## src/rtl/core/cthc_pkg.sv

```systemverilog
`default_nettype none

package cthc_pkg;

    // field widths
    localparam int RAW_W     = 16;
    localparam int CAL_W     = 7;
    localparam int OUT_W     = 28;
    localparam int CFG_IDX_W = 3;
    localparam int CFG_W     = 16;

    // datapath widths
    localparam int DIFF_W  = RAW_W + 1;        // raw minus raw point
    localparam int DY_W    = CAL_W + 1;        // difference of two cal points
    localparam int DY10_W  = DY_W + 4;         // that difference times ten
    localparam int Y10_W   = CAL_W + 4;        // cal point times ten
    localparam int PROD_W  = DIFF_W + DY10_W;  // signed numerator
    localparam int DVD_W   = 27;               // numerator magnitude, below 2^27
    localparam int DVS_W   = RAW_W;            // denominator magnitude

    // pipeline shape: difference, multiply, magnitude, divider, sign fix
    localparam int DIV_STAGES = DVD_W;
    localparam int PIPE_DEPTH = 3 + DIV_STAGES + 1;

    localparam logic signed [OUT_W-1:0] HUM_CLAMP = OUT_W'(1000);

    // register indexes
    typedef enum logic [CFG_IDX_W-1:0] {
        REG_TEMP_CAL_LOW  = 3'd0,
        REG_TEMP_CAL_HIGH = 3'd1,
        REG_TEMP_RAW_LOW  = 3'd2,
        REG_TEMP_RAW_HIGH = 3'd3,
        REG_HUM_CAL_LOW   = 3'd4,
        REG_HUM_CAL_HIGH  = 3'd5,
        REG_HUM_RAW_LOW   = 3'd6,
        REG_HUM_RAW_HIGH  = 3'd7
    } cthc_reg_t;

    // one divider stage of one channel
    typedef struct packed {
        logic [DVD_W-1:0] dvd;
        logic [DVS_W-1:0] dvs;
        logic [DVS_W-1:0] rem;
        logic [DVD_W-1:0] quo;
        logic             neg;
        logic             err;
        logic [Y10_W-1:0] y0_10;
    } cthc_div_t;

    // signed quotient of one channel, before offset and clamp
    typedef struct packed {
        logic [OUT_W-1:0] val;
        logic [Y10_W-1:0] y0_10;
        logic             err;
    } cthc_res_t;

    // result payload
    typedef struct packed {
        logic [OUT_W-1:0] temperature_tenths;
        logic [OUT_W-1:0] humidity_tenths;
        logic             temp_cal_error;
        logic             hum_cal_error;
    } cthc_out_t;

endpackage

`default_nettype wire

```

## src/rtl/core/cthc_chan.sv

```systemverilog
`default_nettype none

module cthc_chan import cthc_pkg::*; (
    input  wire logic                    clk,
    input  wire logic                    en,
    input  wire logic signed [RAW_W-1:0] raw,
    input  wire logic signed [RAW_W-1:0] x0,
    input  wire logic signed [RAW_W-1:0] x1,
    input  wire logic        [CAL_W-1:0] y0,
    input  wire logic        [CAL_W-1:0] y1,
    output cthc_res_t                    res
);

    logic signed [DIFF_W-1:0] a_dx_reg;
    logic signed [DIFF_W-1:0] a_den_reg;
    logic signed [DY10_W-1:0] a_dy10_reg;
    logic        [Y10_W-1:0]  a_y10_reg;
    logic signed [DIFF_W-1:0] a_dx_next;
    logic signed [DIFF_W-1:0] a_den_next;
    logic signed [DY_W-1:0]   a_dy;
    logic signed [DY10_W-1:0] a_dy10_next;
    logic        [Y10_W-1:0]  a_y10_next;

    logic signed [PROD_W-1:0] b_prod_reg;
    logic signed [DIFF_W-1:0] b_den_reg;
    logic        [Y10_W-1:0]  b_y10_reg;
    logic signed [PROD_W-1:0] b_prod_next;

    cthc_div_t                c_reg;
    cthc_div_t                c_next;
    logic signed [PROD_W-1:0] c_prod_abs;
    logic signed [DIFF_W-1:0] c_den_abs;

    cthc_div_t                div_in   [DIV_STAGES];
    cthc_div_t                div_next [DIV_STAGES];
    cthc_div_t                div_reg  [DIV_STAGES];
    logic [DVS_W:0]           trial    [DIV_STAGES];
    logic [DIV_STAGES-1:0]    ge;

    cthc_res_t                d_reg;
    cthc_res_t                d_next;
    cthc_div_t                d_in;

    // stage a: differences and the scaled slope terms
    always_comb
    begin
        a_dx_next   = DIFF_W'(raw) - DIFF_W'(x0);
        a_den_next  = DIFF_W'(x1) - DIFF_W'(x0);
        a_dy        = $signed({1'b0, y1}) - $signed({1'b0, y0});
        // times ten as eight plus two
        a_dy10_next = (DY10_W'(a_dy) <<< 3) + (DY10_W'(a_dy) <<< 1);
        a_y10_next  = (Y10_W'(y0) << 3) + (Y10_W'(y0) << 1);
    end

    always_ff @(posedge clk)
    begin
        if (en)
        begin
            a_dx_reg   <= a_dx_next;
            a_den_reg  <= a_den_next;
            a_dy10_reg <= a_dy10_next;
            a_y10_reg  <= a_y10_next;
        end
    end

    // stage b: numerator product
    assign b_prod_next = PROD_W'(a_dx_reg) * PROD_W'(a_dy10_reg);

    always_ff @(posedge clk)
    begin
        if (en)
        begin
            b_prod_reg <= b_prod_next;
            b_den_reg  <= a_den_reg;
            b_y10_reg  <= a_y10_reg;
        end
    end

    // stage c: magnitudes and quotient sign for the divider
    always_comb
    begin
        c_prod_abs   = b_prod_reg[PROD_W-1] ? -b_prod_reg : b_prod_reg;
        c_den_abs    = b_den_reg[DIFF_W-1] ? -b_den_reg : b_den_reg;
        c_next.dvd   = c_prod_abs[DVD_W-1:0];
        c_next.dvs   = c_den_abs[DVS_W-1:0];
        c_next.rem   = '0;
        c_next.quo   = '0;
        c_next.neg   = b_prod_reg[PROD_W-1] ^ b_den_reg[DIFF_W-1];
        c_next.err   = (b_den_reg == '0);
        c_next.y0_10 = b_y10_reg;
    end

    always_ff @(posedge clk)
    begin
        if (en)
        begin
            c_reg <= c_next;
        end
    end

    // restoring divider, one quotient bit per stage, msb first
    always_comb
    begin
        div_in[0] = c_reg;
        for (int k = 1; k < DIV_STAGES; k++)
        begin
            div_in[k] = div_reg[k-1];
        end
        for (int k = 0; k < DIV_STAGES; k++)
        begin
            trial[k]        = {div_in[k].rem, div_in[k].dvd[DVD_W-1]};
            ge[k]           = (trial[k] >= {1'b0, div_in[k].dvs});
            div_next[k]     = div_in[k];
            div_next[k].dvd = {div_in[k].dvd[DVD_W-2:0], 1'b0};
            div_next[k].quo = {div_in[k].quo[DVD_W-2:0], ge[k]};
            div_next[k].rem = ge[k] ? DVS_W'(trial[k] - {1'b0, div_in[k].dvs})
                                    : trial[k][DVS_W-1:0];
        end
    end

    always_ff @(posedge clk)
    begin
        if (en)
        begin
            div_reg <= div_next;
        end
    end

    // stage d: restore the sign of the truncated quotient
    always_comb
    begin
        d_in         = div_reg[DIV_STAGES-1];
        d_next.val   = d_in.neg ? -{1'b0, d_in.quo} : {1'b0, d_in.quo};
        d_next.y0_10 = d_in.y0_10;
        d_next.err   = d_in.err;
    end

    always_ff @(posedge clk)
    begin
        if (en)
        begin
            d_reg <= d_next;
        end
    end

    assign res = d_reg;

endmodule

`default_nettype wire

```

## config.mk

```make
export PLATFORM = sky130hd
export DESIGN_NAME = cthc_chan
export DESIGN_NICKNAME = d
export VERILOG_FILES = /design/src/rtl/core/cthc_pkg.sv /design/src/rtl/core/cthc_chan.sv
export SDC_FILE = /design/constraint.sdc
export NUM_CORES = 2
export LEC_CHECK = 0
export BUFFER_PORTS_ARGS = -buffer_cell sky130_fd_sc_hd__buf_2
export CORE_ASPECT_RATIO = 2
export CORE_MARGIN = 2
export CORE_UTILIZATION = 55
export DETAILED_ROUTE_END_ITERATION = 8
export PLACE_DENSITY_LB_ADDON = 0.1
export SYNTH_ARGS = -nofsm -noshare
export SYNTH_HDL_FRONTEND = slang
export SYNTH_SLANG_ARGS = --single-unit
```

## constraint.sdc

```tcl
create_clock -name clk -period 5.5 [get_ports clk]
set_input_delay 0.825 -clock clk [delete_from_list [all_inputs] [get_ports clk]]
set_output_delay 0.825 -clock clk [all_outputs]
set_load 0.005 [all_outputs]
```

==> run summary <==
initial antenna violation count -> 27
HP Class -> in2reg
CTS Root Cell -> clkbuf_16
Hold Path End -> b_y10_reg[10]
worst reg2reg setup slack -> 140 ps
worst-margin pin slew -> 1520 ps
non-filler cells in the finished layout -> 9812
vias in the first global route -> 60728
cts hold-fix bufs -> 0
post-synthesis instance area -> 98200 um^2
buffer and inverter count on the worst path -> 5
worst slew margin relative to its limit -> -1.70%
HP Start -> en
area occupied by multi-input gates -> 33000 um^2
starting density of the core -> 55.3%
filler cell count in the final layout -> 13683
share of the synthesized area in the top cell type -> 63.0%
CTS Buffer Depth -> 4
Via Count -> 56394
largest net degree at the start of global routing -> 154
Synth Warn # -> 0
IO buf count -> 102
routing usage on met2 -> 53.4%
vias per cell -> 5.75
Die W -> 303 um
FF+latch area -> 61900 um^2
Routed WL -> 235000 um
RR Startpoint -> a_dx_reg[7]
Critical-path top delay cell -> fa_1
H-tree Lvls -> 4
Setup crit end kind -> flop
crit path cell chain -> buf_4, nand2_1, fa_2, fa_2, fa_1, inv_1, fa_1, inv_1, fa_1, inv_1, ha_4, or4_4, buf_4, o221a_2, o21a_1, o21ai_2, mux2i_1, nand2_1
met3 Use GR -> 3.38%
crit path launch type -> flop
max-cap violations -> 2
IO Count -> 104
Hold Violations, Final -> 0
total grt overflow -> 0
clk slew on worst S/H paths -> 70 ps
Area Growth Syn to Fin -> 11.0%
max FFs per register -> 1820
fin. max-slew vios -> 5
Crit Reg-Reg Endpoint -> b_prod_reg[17]
worst setup path category -> reg2reg
Post-Syn Instances -> 6966
RSZ-0062 raised after global routing -> yes
worst-case reg-to-reg path depth -> 18
Tcrit/Tclk final -> 97.4%
number of buffers created by CTS -> 185
Syn Area/Cell -> 14.1 um^2
most common flop cell mapped by yosys -> edfxtp_1
DIE HEIGHT -> 602 um
layout cell share with drive strength beyond 1 -> 12.7%
Final #Nets -> 8141
Cell variety after synth -> 74
first-pass GRT wire length -> 346000 um
most frequent cell after synthesis -> edfxtp_1
Synth Register Bits -> 2061
Post-synth top cells -> 2061 x edfxtp_1, 806 x inv_1, 547 x ha_1, 340 x nor2_1, 286 x nand2_1
post-synthesis sequential area ratio -> 63.0%
initial drt markers -> 2862
worst-path fanout max -> 5
wire length per cell -> 23.9 um
Sink Count -> 2061
Clock Skew -> 72.6 ps
largest area contributor in the netlist -> edfxtp_1
FMAX -> 187 MHz
Post-Syn Nets -> 7777
Final setup viols -> 0
GP Congestion -> 1.04
# rows -> 219
crit path DAT -> 5940 ps
max incr delay on CP -> 550 ps
Required @ worst endpoint -> 6080 ps
crit path time final -> 5360 ps
Antenna Violating Nets Remaining -> 0
HPWL Detailed -> 180000 um
EDFF count, synth -> 2061
die area -> 182000 um^2
DR pass1 iterations -> 8
Hold Crit Depth -> 1
all-layer global routing usage -> 25.9%
Placed Instances -> 9447
grt met1 use -> 17.5%
Core ar. -> 178000 um^2
DRC -> 0
status -> finished with violations
Crit path max-delay family -> adder cells
asr flop ratio synth -> 0%
Synth area leaders -> edfxtp_1 63%, ha_1 7.0%, fa_1 4.1%
failing checks -> max-capacitance violations, max-slew violations
CTS tree -> yes
Clock Latency Late Sink -> 850 ps
Area after DPL -> 103000 um^2
gr busiest metal -> met2
design area -> 109000 um^2
-- metrics by stage --
stage                     setup WS, ps  setup TNS (ps)  hold WS (ps)  utilization, %
after floorplan                   36.0               0           400               -
after global placement            -152            -494           400            57.7
after detailed placement          -231            -771           405            57.7
after CTS                         4.59               0           342            61.2
after global routing             -12.7           -21.1           335            61.4
final                              141               0           385            61.4
-- routing by layer --
metal,wire length (um),vias to the layer above
li1,-,26414
met1,58800,27922
met2,140000,1203
met3,6340,845
met4,29800,10
met5,54,-
-- placed cells by master (no fill, tap or decap), drive strengths merged, types with 214 or more instances in the layout --
cell | netlist | final
a21oi | 273 | 273
buf | 38 | 277
clkbuf | 62 | 214
edfxtp | 2061 | 2061
ha | 547 | 547
inv | 806 | 813
mux2 | 288 | 288
nand2 | 286 | 286
nor2 | 340 | 340
o21ai | 279 | 279
xnor2 | 242 | 242
-- worst max-delay path by stage --
stage | start | end | slack, ps | cells after the start
global placement | a_dx_reg[2] | b_prod_reg[25] | -150 | 16
finish | a_dx_reg[7] | b_prod_reg[17] | 140 | 18
CTS | a_dy10_reg[11] | b_prod_reg[26] | 5 | 18
global route | a_dy10_reg[5] | b_prod_reg[25] | -10 | 18
detailed placement | a_dx_reg[2] | b_prod_reg[25] | -230 | 16
floorplan | a_dy10_reg[6] | b_prod_reg[25] | 40 | 18
-- final cells by class --
class,count,share of cell area [%]
antenna,20,0.0459
timing repair buffer,277,1.91
multi-input combinational,3999,30.3
clock inverter,115,1.15
clock buffer,214,4.39
sequential,2061,56.8
inverter,806,2.78
tap,2320,2.66
-- worst register-to-register path: stages (launching register included) --
cell and delay [ps]:
edfxtp_1 440, buf_4 140, nand2_1 60, fa_2 540
fa_2 460, fa_1 500, inv_1 50, fa_1 550
inv_1 60, fa_1 530, inv_1 70, ha_4 160
or4_4 550, buf_4 150, o221a_2 230, o21a_1 210
o21ai_2 150, mux2i_1 190, nand2_1 60
-- cells by family (layout without fill, tap and decap cells) --
logic type	Yosys count	in the layout	share of synthesized area, %
buffers and inverters	906	1412	3.59
AO/OA/AOI/OAI	1226	1226	8.36
other	1	21	0.00382
AND/OR/NAND/NOR	1329	1329	6.88
XOR/XNOR	329	329	2.93
multiplexers	367	367	4.15
adder cells (fa/ha/maj)	747	747	11.0
flip-flops	2061	2061	63.0
-- timing repair --
action / in CTS / in global routing
buffers inserted: 1 / 15
cloned: 0 / 1
pin swaps: 17 / 35
setup endpoints to repair: 8 / 8
gates resized for setup: 18 / 50
Power is not shown: default switching activity piles up to over one toggle a cycle in this logic, so the estimate is an artifact.
